File: src/hdl/ings_pkg.sv
// ----------------------------------------------------------------------------
// Gaussian sample generator package
// Shared widths, rational-approximation coefficients, register indexes and
// the result type used by the pipeline modules.
// ----------------------------------------------------------------------------
package ings_pkg;

    // Uniform code width and the Q16.16 configuration/result widths.
    localparam int UB    = 32;
    localparam int MEAN_W = 32;
    localparam int SD_W  = 31;
    localparam int OUT_W = 32;

    // Logarithm datapath: Q30 mantissa and 30 fraction bits.
    localparam int MQ       = 30;
    localparam int M_W      = MQ + 1;
    localparam int SQ_STEPS = 30;
    localparam int E_W      = 5;
    localparam int K_W      = 31;
    localparam logic [K_W-1:0] TWO_LN2 = 31'd1488522236;

    // w = -2 ln v in Q30, t = sqrt(w) in Q26.
    localparam int W_W = 36;
    localparam int T_W = 29;
    localparam int X_W = 2 * T_W;
    localparam int SQRT_REM_W = T_W + 1;

    // Polynomials and quotient, Q26.
    localparam int FX    = 26;
    localparam int ACC_W = 34;
    localparam int R_W   = 30;
    localparam int Z_W   = 31;

    localparam logic [ACC_W-1:0] COEF_P [5] = '{
        34'd21624652, 34'd67108864, 34'd22967478, 34'd1370572, 34'd3044
    };
    localparam logic [ACC_W-1:0] COEF_Q [5] = '{
        34'd6667162, 34'd39499041, 34'd35641750, 34'd6948301, 34'd258776
    };

    // Configuration register indexes.
    localparam int CFG_IDX_W = 2;
    typedef enum logic [CFG_IDX_W-1:0] {
        REG_MEAN = 2'd0,
        REG_STD  = 2'd1
    } t_reg_idx;

    // One result item.
    typedef struct packed {
        logic signed [OUT_W-1:0] sample;
        logic                    flag;
    } t_result;

endpackage

File: src/hdl/ings_skid.sv
// ----------------------------------------------------------------------------
// Output skid buffer
// Output register plus one spare entry, so the pipeline's advance enable is
// a registered signal and no transaction is lost when the sink stalls.
// ----------------------------------------------------------------------------
module ings_skid import ings_pkg::*; (
    input  logic    i_clk,
    input  logic    i_rst_n,
    input  logic    i_valid,
    input  t_result i_data,
    output logic    o_ready,
    output logic    o_valid,
    output t_result o_data,
    input  logic    i_ready
);

    logic    r_out_valid;
    logic    r_skid_valid;
    t_result r_out;
    t_result r_skid;
    logic    n_load;

    assign n_load  = i_ready || !r_out_valid;
    assign o_ready = !r_skid_valid;

    // Control: the spare entry fills only when the output is held.
    always_ff @(posedge i_clk) begin
        if (!i_rst_n) begin
            r_out_valid  <= 1'b0;
            r_skid_valid <= 1'b0;
        end else if (n_load) begin
            r_out_valid  <= r_skid_valid || i_valid;
            r_skid_valid <= 1'b0;
        end else if (i_valid && !r_skid_valid) begin
            r_skid_valid <= 1'b1;
        end
    end

    // Payload.
    always_ff @(posedge i_clk) begin
        if (n_load) begin
            r_out <= r_skid_valid ? r_skid : i_data;
        end else if (i_valid && !r_skid_valid) begin
            r_skid <= i_data;
        end
    end

    assign o_valid = r_out_valid;
    assign o_data  = r_out;

endmodule

File: config.mk
export PLATFORM = sky130hd
export DESIGN_NAME = ings_skid
export DESIGN_NICKNAME = d
export VERILOG_FILES = /design/src/hdl/ings_pkg.sv /design/src/hdl/ings_skid.sv
export SDC_FILE = /design/constraint.sdc
export NUM_CORES = 1
export LEC_CHECK = 0
export BUFFER_PORTS_ARGS = -buffer_cell sky130_fd_sc_hd__buf_4
export CORE_MARGIN = 5
export CORE_UTILIZATION = 50
export DETAILED_ROUTE_END_ITERATION = 7
export PLACE_DENSITY = 0.73
export RECOVER_POWER = 100
export SYNTH_ARGS = -nofsm -noshare
export SYNTH_HDL_FRONTEND = slang
export SYNTH_SLANG_ARGS = --single-unit
export TNS_END_PERCENT = 5
File: constraint.sdc
create_clock -name i_clk -period 6.25 [get_ports i_clk]
set_clock_uncertainty 0.1 [all_clocks]
set_input_delay 0.9375 -clock i_clk [delete_from_list [all_inputs] [get_ports i_clk]]
set_output_delay 0.9375 -clock i_clk [all_outputs]
set_load 0.01 [all_outputs]
==> impl_metrics.env <==
export IMPL_status="finished with violations"
export IMPL_violations="capacitance limit, slew limit"
export IMPL_synth_flop_cell="edfxtp_1"
export IMPL_drc=0
export IMPL_ys_warn_count=0
export IMPL_die_w_um=82.3
export IMPL_clkTransAtPathRegs_ps=60
export IMPL_syn_nets=148
export IMPL_grt_util_met3_pct=5.42
export IMPL_synth_edf_count=66
export IMPL_timing_final_crit_period_ps=3840
export IMPL_grt_pass1_vias=1338
export IMPL_drive_gt1_share_pct=20.5
export IMPL_rsz0062_at_grt="false"
export IMPL_io_pins=72
export IMPL_dp_hpwl_um=2910
export IMPL_htree_levels=3
export IMPL_syn_area_per_cell_um2=23.5
export IMPL_root_buffer="clkbuf_8"
export IMPL_setup_viol=0
export IMPL_grt_pass1_wl_um=6510
export IMPL_nFillCells=442
export IMPL_max_clock_path_buffers=2
export IMPL_synth_most_common_cell="edfxtp_1"
export IMPL_numPortBuffers=71
export IMPL_netlist_area_leader_share_pct=75.9
export IMPL_period_share_pct=61.5
export IMPL_n_antenna_cell=0
export IMPL_numCtsBuffers=9
export IMPL_die_h_um=82.3
export IMPL_worstPathArrival_ps=3740
export IMPL_drtAntennaViolNets=0
export IMPL_initial_utilization_pct=51.4
export IMPL_gp_congestion=0.641
export IMPL_routed_wl_um=4340
export IMPL_drtIter0Drc=58
export IMPL_synthDistinctLibCells=12
export IMPL_finalInstanceArea_mm2=0.00305
export IMPL_cap_viol_max_count=2
export IMPL_finalNetCount=227
export IMPL_synth_area_leader_cell="edfxtp_1"
export IMPL_dpl_cell_area_mm2=0.00318
export IMPL_synth_cells=111
export IMPL_overflow=0
export IMPL_cts_tree="done"
export IMPL_grtUsageMet2_pct=21.1
export IMPL_area_growth_pct=16.8
export IMPL_vias=1290
export IMPL_tightestPinTransition_ps=1630
export IMPL_synthArstFlopShare_pct=0
export IMPL_synthTopCellsByCount="66 x edfxtp_1, 27 x mux2_4, 6 x mux2_2, 3 x buf_12, 2 x dfxtp_1"
export IMPL_use_met1_pct=16.2
export IMPL_avgRoutedWirePerCell_um=16.4
export IMPL_synth_area_leaders="edfxtp_1 76%, mux2_4 16%, mux2_2 2.6%"
export IMPL_worstPathRequired_ps=6140
export IMPL_final_max_slew_violation_count=74
export IMPL_cts_setup_buffers=0
export IMPL_dr_pass1_iters=4
export IMPL_pwr_density_cell_mw_per_mm2=299
export IMPL_criticalPathCategory="primary input to flip-flop"
export IMPL_synth_seq_cells=68
export IMPL_setup_tns_ps=0
export IMPL_ir_worst_vdd_mv=0.169
export IMPL_grt_max_degree=37
export IMPL_yosysSeqAreaShare_pct=77.5
export IMPL_cts_sinks=68
export IMPL_crit_path_end_kind="flip-flop"
export IMPL_top_usage_layer="met2"
export IMPL_syn_cell_area_mm2=0.00261
export IMPL_utilization_pct=60.1
export IMPL_power_leakage_uw=0.00105
export IMPL_final_hold_viol_count=0
export IMPL_rows=26
export IMPL_max_freq_mhz=260
export IMPL_grt_usage_pct=13.5
export IMPL_hold_buffers=0
export IMPL_cp_start_kind="primary input"
export IMPL_vias_per_cell=4.87
export IMPL_clk_latency_ps=330
export IMPL_hold_path_class="flip-flop to flip-flop"
export IMPL_coreArea_mm2=0.00507
export IMPL_die_area_mm2=0.00677
export IMPL_cts_resized=0
export IMPL_slew_headroom_pct=-8.92
export IMPL_grt_antenna_before_repair=0
export IMPL_worstPathMaxFanout=36
## placed cells by master (no fill, tap or decap), drive strengths merged
cell and count:
clkbuf 84, edfxtp 66, buf 3, nand2b 1
mux2 33, clkinv 1, inv 1, dfxtp 2
nor3b 2, a21boi 1, nor2 1
## routing by layer
layer	wire [µm]	vias up	part of all wire [%]
li1	-	594	-
met1	1810	643	42
met2	2170	45	50
met3	299	8	6.9
met4	67	0	1.5
met5	0	-	0
## state kept, by name (all words and copies together), names as in the netlist
signal        count
r_skid           33
r_skid_valid      1
o_data           33
o_valid           1
## final cells by class
| type | instances | area [µm²] | area share (%) |
|---|---|---|---|
| clock buffer | 15 | 176 | 5.79 |
| timing repair buffer | 72 | 345 | 11.3 |
| clock inverter | 1 | 5.00 | 0.164 |
| sequential | 68 | 2020 | 66.3 |
| tap | 70 | 87.6 | 2.87 |
| inverter | 1 | 3.75 | 0.123 |
| multi-input combinational | 38 | 408 | 13.4 |
## metrics by stage
step / power (µW) / setup WS, ps / hold slack, ps / instances
floorplan: 580 / 1330 / 423 / 111
global placement: 628 / 3040 / 432 / 249
detailed placement: 630 / 2900 / 435 / 249
CTS: 953 / 3250 / 450 / 265
global route: 950 / 2090 / 462 / 265
finish: 913 / 2410 / 439 / 265
## final timing paths
path	startpoint	endpoint	slack [ps]	cells past startpoint
setup / recovery	i_ready	r_skid[29]$_DFFE_PP_	2410	4
hold / removal	r_skid[3]$_DFFE_PP_	o_data[3]$_DFFE_PP_	440	1
setup reg to reg	o_valid$_SDFFE_PN0P_	r_skid[29]$_DFFE_PP_	2870	3
hold reg to reg	r_skid[3]$_DFFE_PP_	o_data[3]$_DFFE_PP_	440	1
## critical path, cell delays in order
cell,delay (ps)
clkbuf_4,100
nand2b_1,900
nor3b_1,1280
buf_4,490
## cells by family after synthesis
family / after synthesis / synth area share [%]
DFF: 68 / 77.5
muxes: 33 / 18.1
and+or+nand+nor: 4 / 1.25
AOI/OAI and AO/OA: 1 / 0.288
buffers and inverters: 5 / 2.88
## where the power goes
group	switching, µW	internal [µW]
sequential	7.36	526
clock	146	177
combinational	32.0	25.1
total	185	728
No activity file was read; power rests on OpenSTA's default activity.
