<file path="config.mk">
export PLATFORM = sky130hd
export DESIGN_NAME = ings_scale
export DESIGN_NICKNAME = d
export VERILOG_FILES = /design/src/hdl/ings_pkg.sv /design/src/hdl/ings_scale.sv
export SDC_FILE = /design/constraint.sdc
export NUM_CORES = 2
export LEC_CHECK = 0
export BUFFER_PORTS_ARGS = -buffer_cell sky130_fd_sc_hd__buf_2
export CORE_UTILIZATION = 30
export CTS_CLUSTER_SIZE = 25
export DETAILED_ROUTE_END_ITERATION = 8
export MAX_ROUTING_LAYER = met4
export REMOVE_ABC_BUFFERS = 1
export SYNTH_ARGS = -nofsm -noshare
export SYNTH_HDL_FRONTEND = slang
export SYNTH_SLANG_ARGS = --single-unit
export TNS_END_PERCENT = 10
</file>
<file path="constraint.sdc">
create_clock -name i_clk -period 15.2 [get_ports i_clk]
set_input_delay 2.28 -clock i_clk [delete_from_list [all_inputs] [get_ports i_clk]]
set_output_delay 2.28 -clock i_clk [all_outputs]
set_load 0.01 [all_outputs]
</file>
<file path="src/hdl/ings_pkg.sv">
// ----------------------------------------------------------------------------
// Gaussian sample generator package
// Shared widths, rational-approximation coefficients, register indexes and
// the result type used by the pipeline modules.
// ----------------------------------------------------------------------------
package ings_pkg;

    // Uniform code width and the Q16.16 configuration/result widths.
    localparam int UB    = 32;
    localparam int MEAN_W = 32;
    localparam int SD_W  = 31;
    localparam int OUT_W = 32;

    // Logarithm datapath: Q30 mantissa and 30 fraction bits.
    localparam int MQ       = 30;
    localparam int M_W      = MQ + 1;
    localparam int SQ_STEPS = 30;
    localparam int E_W      = 5;
    localparam int K_W      = 31;
    localparam logic [K_W-1:0] TWO_LN2 = 31'd1488522236;

    // w = -2 ln v in Q30, t = sqrt(w) in Q26.
    localparam int W_W = 36;
    localparam int T_W = 29;
    localparam int X_W = 2 * T_W;
    localparam int SQRT_REM_W = T_W + 1;

    // Polynomials and quotient, Q26.
    localparam int FX    = 26;
    localparam int ACC_W = 34;
    localparam int R_W   = 30;
    localparam int Z_W   = 31;

    localparam logic [ACC_W-1:0] COEF_P [5] = '{
        34'd21624652, 34'd67108864, 34'd22967478, 34'd1370572, 34'd3044
    };
    localparam logic [ACC_W-1:0] COEF_Q [5] = '{
        34'd6667162, 34'd39499041, 34'd35641750, 34'd6948301, 34'd258776
    };

    // Configuration register indexes.
    localparam int CFG_IDX_W = 2;
    typedef enum logic [CFG_IDX_W-1:0] {
        REG_MEAN = 2'd0,
        REG_STD  = 2'd1
    } t_reg_idx;

    // One result item.
    typedef struct packed {
        logic signed [OUT_W-1:0] sample;
        logic                    flag;
    } t_result;

endpackage

</file>
<file path="src/hdl/ings_scale.sv">
// ----------------------------------------------------------------------------
// Output scaling pipeline
// Forms z = +-(t - r), scales it by the std deviation, adds the mean, rounds
// back to Q16.16 and saturates.
// ----------------------------------------------------------------------------
module ings_scale import ings_pkg::*; (
    input  logic                     i_clk,
    input  logic                     i_rst_n,
    input  logic                     i_en,
    input  logic                     i_valid,
    input  logic                     i_upper,
    input  logic [T_W-1:0]           i_t,
    input  logic [R_W-1:0]           i_r,
    input  logic signed [MEAN_W-1:0] i_mean,
    input  logic [SD_W-1:0]          i_std,
    output logic                     o_valid,
    output t_result                  o_result
);

    localparam int PROD_W = SD_W + 1 + Z_W;
    localparam int SUM_W  = 64;
    localparam int Y_W    = SUM_W - FX;

    // Signed z in Q26.
    logic signed [Z_W-1:0] n_tz;
    logic signed [Z_W-1:0] n_rz;
    logic                  r_z_valid;
    logic signed [Z_W-1:0] r_z;

    assign n_tz = $signed({{(Z_W-T_W){1'b0}}, i_t});
    assign n_rz = $signed({{(Z_W-R_W){1'b0}}, i_r});

    always_ff @(posedge i_clk) begin
        if (!i_rst_n) begin
            r_z_valid <= 1'b0;
        end else if (i_en) begin
            r_z_valid <= i_valid;
        end
    end

    always_ff @(posedge i_clk) begin
        if (i_en) begin
            r_z <= i_upper ? (n_tz - n_rz) : (n_rz - n_tz);
        end
    end

    // Product with the std deviation.
    logic signed [PROD_W-1:0] n_prod;
    logic                     r_m_valid;
    logic signed [PROD_W-1:0] r_prod;

    assign n_prod = $signed({1'b0, i_std}) * r_z;

    always_ff @(posedge i_clk) begin
        if (!i_rst_n) begin
            r_m_valid <= 1'b0;
        end else if (i_en) begin
            r_m_valid <= r_z_valid;
        end
    end

    always_ff @(posedge i_clk) begin
        if (i_en) begin
            r_prod <= n_prod;
        end
    end

    // Add the mean, round half up and clamp.
    logic [SUM_W-1:0] n_sum;
    logic [Y_W-1:0]   n_y;
    logic             n_pos_ovf;
    logic             n_neg_ovf;
    t_result          n_res;
    logic             r_o_valid;
    t_result          r_res;

    always_comb begin
        n_sum = {{(SUM_W-MEAN_W-FX){i_mean[MEAN_W-1]}}, i_mean, {FX{1'b0}}}
              + {{(SUM_W-PROD_W){r_prod[PROD_W-1]}}, r_prod}
              + (SUM_W'(1) << (FX - 1));
        n_y       = n_sum[SUM_W-1:FX];
        n_pos_ovf = !n_y[Y_W-1] && (|n_y[Y_W-2:OUT_W-1]);
        n_neg_ovf = n_y[Y_W-1] && !(&n_y[Y_W-2:OUT_W-1]);
        n_res.flag = n_pos_ovf || n_neg_ovf;
        if (n_pos_ovf) begin
            n_res.sample = {1'b0, {(OUT_W-1){1'b1}}};
        end else if (n_neg_ovf) begin
            n_res.sample = {1'b1, {(OUT_W-1){1'b0}}};
        end else begin
            n_res.sample = $signed(n_y[OUT_W-1:0]);
        end
    end

    always_ff @(posedge i_clk) begin
        if (!i_rst_n) begin
            r_o_valid <= 1'b0;
        end else if (i_en) begin
            r_o_valid <= r_m_valid;
        end
    end

    always_ff @(posedge i_clk) begin
        if (i_en) begin
            r_res <= n_res;
        end
    end

    assign o_valid  = r_o_valid;
    assign o_result = r_res;

endmodule

</file>
==> run metrics <==
register area share after synthesis 0.0773; fill cell count between 10000 and 15000; Post-CTS Hold Buffers 0; Die Ht roughly 370 um; Cell Area, Placed 42900 um2; drt wl/cell 18.4 um; Worst-Skew Late Latency 0.38 ns; die area 136000 um2; drc violations 24; clock skew between 0.01 and 0.015 ns; GRT overflow 0; hold crit path type reg -> reg; mapped cell area around 40000 um2; failing checks design-rule violations; commonest non-fill, non-tap cells in the layout inv_1, fa_1, and2_1, nand2_1, ha_1; Syn. warnings 0; slew of the pin with the lowest slew margin 1.06 ns; post-CTS setup buffers 0; cell taking the most area after synthesis fa_1; Setup Total Neg Slack 0 ns; gpl congestion 0.918; Hold Violations, Final 0; Mean Syn Cell Area 9.00 um2; IO Port Bufs between 150 and 200; Die Span X 369 um; status finished with violations; Unique masters post-synth 72; htree depth 3; max frequency 98.3 MHz; Worst EP arrival 10.29 ns; final net count around 5800; Post-synth ARST share 0; Tot GR Track Use 0.178; post-cts resize count 0; kind of critical path in -> reg; vias per inst between 4 and 5; Routed Antenna Nets 0; Area Overhead vs Synth 6.93%; FF+latch count, synth 105; vias in the first global route 32400; commonest non-fill, non-tap cell in the layout inv_1; Design Area, Final between 40000 and 50000 um2; first-pass GRT wire length 184 mm; antenna violations before repair 7; FF/Latch Area 3120 um2; top post-synthesis cells by area fa_1, ha_1, inv_1; endpoint class of the critical path flop; Max-cap violations 0; max_slew headroom 0.295; TritonCTS buffer count 9; Final Max Slew Viols 0; Top FF cell, synth edfxtp_1; final WL 115 mm; CTS tree done; Startpoint Class primary input; Final Util 0.323; clock-pin slew on the worst setup and hold paths ~0.080 ns; hpwl dp a little under 90 mm; # setup viols final 0; Worst Path Required 15.32 ns; fin crit share 0.669; Yosys top cell area share 0.416; Iter 0 DRT Violations roughly 1700; ratio of cells with drive above 1 in the final layout 0.0607; core outline area 134000 um2; Tmin final 10.17 ns; synthesized netlist cell count 4491; worst-path fanout max 31; initial core utilization 0.302; RSZ-0062 raised after global routing false; clock root cell clkbuf_16; DR vias 30100; First-pass DRT Iterations 7; I/O pins about 160; # rows 134; Post-synth EDFFs ~100; Longest Clk Path Bufs 2; CTS Sinks ~110; largest net degree at the start of global routing just over 80; area of the multi-input gates 32600 um2
path summary, 6_finish.rpt:
| kind | slack (ns) | depth (start not counted) | from | endpoint |
|---|---|---|---|---|
| max | 5.03 | 23 | i_std[16] | r_prod[48] |
| min | 0.52 | 2 | r_m_valid | r_m_valid |
| max reg2reg | 6.73 | 23 | r_z[7] | r_prod[48] |
| min reg2reg | 0.52 | 2 | r_m_valid | r_m_valid |
state kept, by name, summed over array words and instances, names as in the netlist:
name       flops
o_result      33
r_z_valid      1
r_z           31
r_m_valid      1
r_prod        38
o_valid        1
stage by stage:
step           setup slack, ns  hold slack (ns)  cells
2_1_floorplan             6.19            0.482   4254
3_3_place_gp              4.74            0.502   6232
3_5_place_dp              4.70            0.509   6232
4_1_cts                   5.11            0.528   6248
5_1_grt                   4.68            0.542   6254
6_report                  5.03            0.523   6257
Yosys cell counts (21+ instances only):
cell type	number
a21o_1	61
a21oi_1	150
and2_1	538
clkbuf_1	223
edfxtp_1	102
fa_1	840
ha_1	383
inv_1	1019
nand2_1	494
nand2b_1	22
nand3_1	34
nand4_1	26
nor2_1	83
nor2b_1	32
nor3_1	23
o211ai_1	23
o21ai_0	83
o21ai_2	30
o21bai_1	21
xnor2_1	59
xor2_1	42
per-layer routing:
layer	GRT usage	wire length, um	vias to the layer above	part of all wire
met4	0.0441	3160	0	0.027
met2	0.308	58100	849	0.50
met1	0.222	48800	15500	0.42
met5	-	0	-	0
li1	-	-	13600	-
met3	0.0176	5310	174	0.046
critical path: stages:
cell       delay, ns
buf_2           0.57
and2_1          0.26
fa_1            0.45
fa_1            0.54
inv_1           0.06
fa_1            0.46
fa_1            0.54
inv_1           0.05
fa_1            0.55
fa_1            0.43
fa_1            0.50
inv_1           0.05
fa_1            0.48
inv_1           0.04
ha_1            0.42
nand2_1         0.15
a211o_1         0.30
a2111oi_0       0.52
o21ai_0         0.42
a31oi_1         0.49
a21boi_1        0.27
o31ai_1         0.31
xor2_1          0.11
final cells by class:
cell class / count / area share
Tap cell: 1768 / 0.0512
Multi-Input combinational cell: 3130 / 0.753
Clock buffer: 9 / 0.00521
Sequential cell: 105 / 0.0723
Antenna cell: 9 / 0.000521
Timing Repair Buffer: 210 / 0.0273
Clock inverter: 7 / 0.00197
Inverter: 1019 / 0.0885
kinds of logic after synthesis:
| kind of cell | synth area share |
|---|---|
| AO/OA/AOI/OAI | 0.0813 |
| XOR/XNOR | 0.0219 |
| adder cells (fa/ha/maj) | 0.535 |
| buffers and inverters | 0.117 |
| flip-flops | 0.0773 |
| multiplexers | 0.00378 |
| AND/OR/NAND/NOR | 0.164 |
Power is left out: the tool's default activity adds up to more than one toggle a clock period on the data nets, which glitch-free logic cannot reach.
