**src/hdl/ings_pkg.sv**
```systemverilog
// ----------------------------------------------------------------------------
// Gaussian sample generator package
// Shared widths, rational-approximation coefficients, register indexes and
// the result type used by the pipeline modules.
// ----------------------------------------------------------------------------
package ings_pkg;

    // Uniform code width and the Q16.16 configuration/result widths.
    localparam int UB    = 32;
    localparam int MEAN_W = 32;
    localparam int SD_W  = 31;
    localparam int OUT_W = 32;

    // Logarithm datapath: Q30 mantissa and 30 fraction bits.
    localparam int MQ       = 30;
    localparam int M_W      = MQ + 1;
    localparam int SQ_STEPS = 30;
    localparam int E_W      = 5;
    localparam int K_W      = 31;
    localparam logic [K_W-1:0] TWO_LN2 = 31'd1488522236;

    // w = -2 ln v in Q30, t = sqrt(w) in Q26.
    localparam int W_W = 36;
    localparam int T_W = 29;
    localparam int X_W = 2 * T_W;
    localparam int SQRT_REM_W = T_W + 1;

    // Polynomials and quotient, Q26.
    localparam int FX    = 26;
    localparam int ACC_W = 34;
    localparam int R_W   = 30;
    localparam int Z_W   = 31;

    localparam logic [ACC_W-1:0] COEF_P [5] = '{
        34'd21624652, 34'd67108864, 34'd22967478, 34'd1370572, 34'd3044
    };
    localparam logic [ACC_W-1:0] COEF_Q [5] = '{
        34'd6667162, 34'd39499041, 34'd35641750, 34'd6948301, 34'd258776
    };

    // Configuration register indexes.
    localparam int CFG_IDX_W = 2;
    typedef enum logic [CFG_IDX_W-1:0] {
        REG_MEAN = 2'd0,
        REG_STD  = 2'd1
    } t_reg_idx;

    // One result item.
    typedef struct packed {
        logic signed [OUT_W-1:0] sample;
        logic                    flag;
    } t_result;

endpackage

```
**src/hdl/ings_sqrt.sv**
```systemverilog
// ----------------------------------------------------------------------------
// Square root pipeline
// Digit-by-digit integer square root of w * 2^22, one result bit per stage,
// giving t in Q26.
// ----------------------------------------------------------------------------
module ings_sqrt import ings_pkg::*; (
    input  logic           i_clk,
    input  logic           i_rst_n,
    input  logic           i_en,
    input  logic           i_valid,
    input  logic           i_upper,
    input  logic [W_W-1:0] i_w,
    output logic           o_valid,
    output logic           o_upper,
    output logic [T_W-1:0] o_t
);

    localparam int CUR_W = SQRT_REM_W + 2;

    logic                  r_valid [T_W];
    logic                  r_upper [T_W];
    logic [X_W-1:0]        r_x     [T_W];
    logic [SQRT_REM_W-1:0] r_rem   [T_W];
    logic [T_W-1:0]        r_root  [T_W];

    for (genvar g = 0; g < T_W; g++) begin : g_step
        logic                  p_valid;
        logic                  p_upper;
        logic [X_W-1:0]        p_x;
        logic [SQRT_REM_W-1:0] p_rem;
        logic [T_W-1:0]        p_root;
        logic [CUR_W-1:0]      cur;
        logic [CUR_W-1:0]      trial;
        logic                  ge;

        if (g == 0) begin : g_first
            assign p_valid = i_valid;
            assign p_upper = i_upper;
            assign p_x     = {i_w, {(X_W-W_W){1'b0}}};
            assign p_rem   = '0;
            assign p_root  = '0;
        end else begin : g_rest
            assign p_valid = r_valid[g-1];
            assign p_upper = r_upper[g-1];
            assign p_x     = r_x[g-1];
            assign p_rem   = r_rem[g-1];
            assign p_root  = r_root[g-1];
        end

        // Bring down two bits and try the next root bit.
        assign cur   = {p_rem, p_x[X_W-1 -: 2]};
        assign trial = CUR_W'({p_root, 2'b01});
        assign ge    = (cur >= trial);

        always_ff @(posedge i_clk) begin
            if (!i_rst_n) begin
                r_valid[g] <= 1'b0;
            end else if (i_en) begin
                r_valid[g] <= p_valid;
            end
        end

        always_ff @(posedge i_clk) begin
            if (i_en) begin
                r_upper[g] <= p_upper;
                r_x[g]     <= {p_x[X_W-3:0], 2'b00};
                r_rem[g]   <= ge ? SQRT_REM_W'(cur - trial) : SQRT_REM_W'(cur);
                r_root[g]  <= {p_root[T_W-2:0], ge};
            end
        end
    end

    assign o_valid = r_valid[T_W-1];
    assign o_upper = r_upper[T_W-1];
    assign o_t     = r_root[T_W-1];

endmodule

```
**config.mk**
```make
export PLATFORM = sky130hd
export DESIGN_NAME = ings_sqrt
export DESIGN_NICKNAME = d
export VERILOG_FILES = /design/src/hdl/ings_pkg.sv /design/src/hdl/ings_sqrt.sv
export SDC_FILE = /design/constraint.sdc
export NUM_CORES = 2
export LEC_CHECK = 0
export ABC_AREA = 1
export BUFFER_PORTS_ARGS = -buffer_cell sky130_fd_sc_hd__buf_4
export CAP_MARGIN = 20
export CORE_MARGIN = 4
export CORE_UTILIZATION = 40
export CTS_CLUSTER_SIZE = 40
export DETAILED_ROUTE_END_ITERATION = 8
export GPL_TIMING_DRIVEN = 0
export PLACE_DENSITY = 0.61
export SYNTH_ARGS = -nofsm -noshare
export SYNTH_HDL_FRONTEND = slang
export SYNTH_SLANG_ARGS = --single-unit
```
**constraint.sdc**
```tcl
create_clock -name i_clk -period 2.5 [get_ports i_clk]
set_clock_uncertainty 0.1 [all_clocks]
set_input_delay 0.75 -clock i_clk [delete_from_list [all_inputs] [get_ports i_clk]]
set_output_delay 0.75 -clock i_clk [all_outputs]
set_load 0.05 [all_outputs]
```
==> run metrics <==
worst reg2reg path depth=9; Yosys reg bits=between 1500 and 2000; startpoint types=flip-flop; Yosys cell types=between 50 and 60; slowest stage cell, crit path=edfxtp_1; CP max stage delay=around 0.44 ns; TNS Setup=0 ns; proportion of layout cells with a drive suffix above 1=0.118; Slew Limit Fails=0; Skew-Pair Late Insertion Delay=~0.84 ns; vias in the first global route=roughly 71000; Flop pwr share=0.424; Seq/Total Area, Yosys=0.499; crit-path cells=inv_1, ha_2, or2_2, and2_1, nand3_1, nand2_1, nand2_2, nand3_1, a21oi_4; unrepaired setup endpoints after global routing=yes; cell family with most CP delay=simple AND/OR/NAND/NOR gates; I/O pin count=~70; final hold violations=0; largest net degree at the start of global routing=between 150 and 200; CTS H-tree depth=4; achievable frequency=405 MHz; data required time of the worst path=approximately 3.1 ns; drt first pass iters=8; Hold Crit Class=in2reg; critical path type=reg2reg; min Tclk post-route=roughly 2.5 ns; met2 Usage GRT=0.348; Max Cap Viol=0; cell internal pwr=56.4 mW; final wirelength=257000 um; Yosys Warn Count=0; FP Rows=about 180; final setup fails=0; Die W=approximately 500 um; Hold Path Stages=3; vias=between 70000 and 80000; initial antenna violation count=4; TritonCTS Buffers=about 180; ys flop type=edfxtp_1; gr ovfl total=0; wire per inst=around 17 um; ys async rst share=0; Max Buffers Root-to-Sink=3; clock sink count=between 1500 and 2000; Post-DRT Antenna Nets=0; CP bufs+invs=1; post-synthesis cell count=~12000; final net count=around 13000; CTS tree=done; Crit path depth=9; Leak=between 50 and 60 nW; die area=~250000 sq um; most frequent CP cell=nand3_1; Placeable Area=238000 sq um; Mean Syn Cell Area=8.14 sq um; EDFF count, synth=1586; Net Sw Frac=0.335; Non-Filler Instances=15600; Worst setup EP type=flip-flop; DRC viols=0; vias per inst=between 4 and 5; Buffers on Ports=about 70; initial core utilization=0.402; DIE HEIGHT=about 500 um; gr usage total=0.200; Synthesized Nets=12200; Layout area overhead=17.8%; Root Driver=clkbuf_16; hpwl dp=just under 200000 um; FF-to-FF setup slack=approximately 0.034 ns; status=finished clean; Least-Margin Pin Slew=roughly 1.0 ns; synthesized cell area=roughly 96000 sq um; Tcrit/Tclk final=0.987; drt first-iter violations=just over 6000; pwr/cell area=~750 nW/um^2; Combinational Power Share=0.270; CP Max Fanout=6; clock network fraction of total power=0.306; Placer Congestion=0.941; arrival time of the worst setup path=3.02 ns; Most Used Layer, Global Route=met2; Placed Cells=about 15000; met1 usage=0.266; Worst-path clk slew=roughly 0.060 ns; first-pass GRT wire length=a little under 400000 um; net load switching power=28.4 mW; met3 Use GR=0.0199; worst relative slew slack=0.310; peak supply drop=~0.00072 V
## cell families after synthesis
logic type / Yosys count / share of synthesized area
compound gates: 925 / 0.0523
other cells: 1 / 0.0000392
xor+xnor: 314 / 0.0288
simple gates: 6190 / 0.267
flops: 1587 / 0.499
buf+inv: 2267 / 0.0925
fa+ha+maj: 455 / 0.0604
## final timing paths
path	from	end
max	r_root[1][31]	r_rem[18][25]
min	i_rst_n	r_valid[1][0]
max reg2reg	r_root[1][31]	r_rem[18][25]
min reg2reg	r_upper[1][6]	r_upper[1][7]
## worst register-to-register path: stages (launching register included)
cell	delay (ns)
edfxtp_1	0.44
inv_1	0.11
ha_2	0.31
or2_2	0.29
and2_1	0.21
nand3_1	0.08
nand2_1	0.20
nand2_2	0.16
nand3_1	0.13
a21oi_4	0.26
## cells in the mapped netlist (all sizes together), types with 2 or more instances
master   number  share of area
nand2      3923           0.15
inv        2165          0.085
edfxtp     1586           0.50
nor2       1021          0.041
nand3       768          0.041
a21oi       495          0.028
ha          445          0.058
o21ai       382          0.021
xor2        169          0.015
nand4       159          0.010
nor3        152         0.0083
xnor2       145          0.013
buf          99         0.0073
nand3b       80         0.0064
or2          36         0.0024
and2         26         0.0017
o21bai       20         0.0016
fa           10         0.0021
nor4          9        0.00075
a21boi        7        0.00055
and3          6        0.00039
nor3b         6        0.00047
o21a          6        0.00047
o211ai        5        0.00039
a211oi        3        0.00024
a21o          3        0.00024
clkbuf        3        0.00012
nand2b        2        0.00013
o2111ai       2        0.00018
## repair_timing
action / 4_1_cts / 5_1_grt
endpoints found under the hold margin: 35 / 0
buffers inserted: 77 / 123
setup endpoints to repair: 1303 / 940
hold buffers: 35 / 0
resized for setup: 241 / 682
pin swaps: 27 / 87
gates cloned: 8 / 16
## cell type report
cell class	count	area, sq um
multi-input combinational	7886	42400
buffer	102	1160
fill	23100	125000
sequential	1587	47600
timing repair buffer	337	3330
clock buffer	204	4550
clock inverter	118	1270
antenna	6	15.0
tap	3167	3960
inverter	2165	8170
## metrics by stage
stage	worst slack (ns)	hold WS (ns)	cell area (sq um)	power, mW	utilization
after floorplan	0.177	0.300	95500	49.8	-
after global placement	-17.18	0.300	100000	57.3	0.421
after detailed placement	-2.38	0.305	100000	56.8	0.422
after CTS	-0.0112	0.00122	108000	83.7	0.455
after global routing	-0.0805	0.0345	113000	89.9	0.473
final	0.0337	0.0652	113000	84.8	0.473
## flip-flops by register name, summed over array words and instances, names as in the netlist
register  cells
r_root      435
r_upper      29
r_x         306
r_valid      29
r_rem       788
## cell usage in the layout, fill, tap and decap left out, types with 134 or more instances in the layout
master	count
a21oi_1	366
buf_4	291
clkbuf_16	193
edfxtp_1	1586
ha_1	273
inv_1	2090
nand2_1	3747
nand2_2	139
nand3_1	731
nand4_1	159
nor2_1	930
nor3_1	134
o21ai_0	267
xnor2_1	144
xor2_1	169
## metal layers
| metal | up-vias | routed length, um |
|---|---|---|
| li1 | 38800 | - |
| met1 | 35200 | 115000 |
| met2 | 1724 | 124000 |
| met3 | 372 | 11100 |
| met4 | 2 | 7230 |
| met5 | - | 13 |
## power groups by stage
stage / Clock [mW] / Sequential (mW) / Combinational (mW)
2_1_floorplan: 0 / 35.1 / 14.7
3_3_place_gp: 0 / 37.0 / 20.3
3_5_place_dp: 0 / 36.3 / 20.4
4_1_cts: 26.7 / 35.8 / 21.2
5_1_grt: 27.9 / 36.2 / 25.8
6_report: 26.0 / 35.9 / 22.9
No activity file was read; power rests on OpenSTA's default activity.
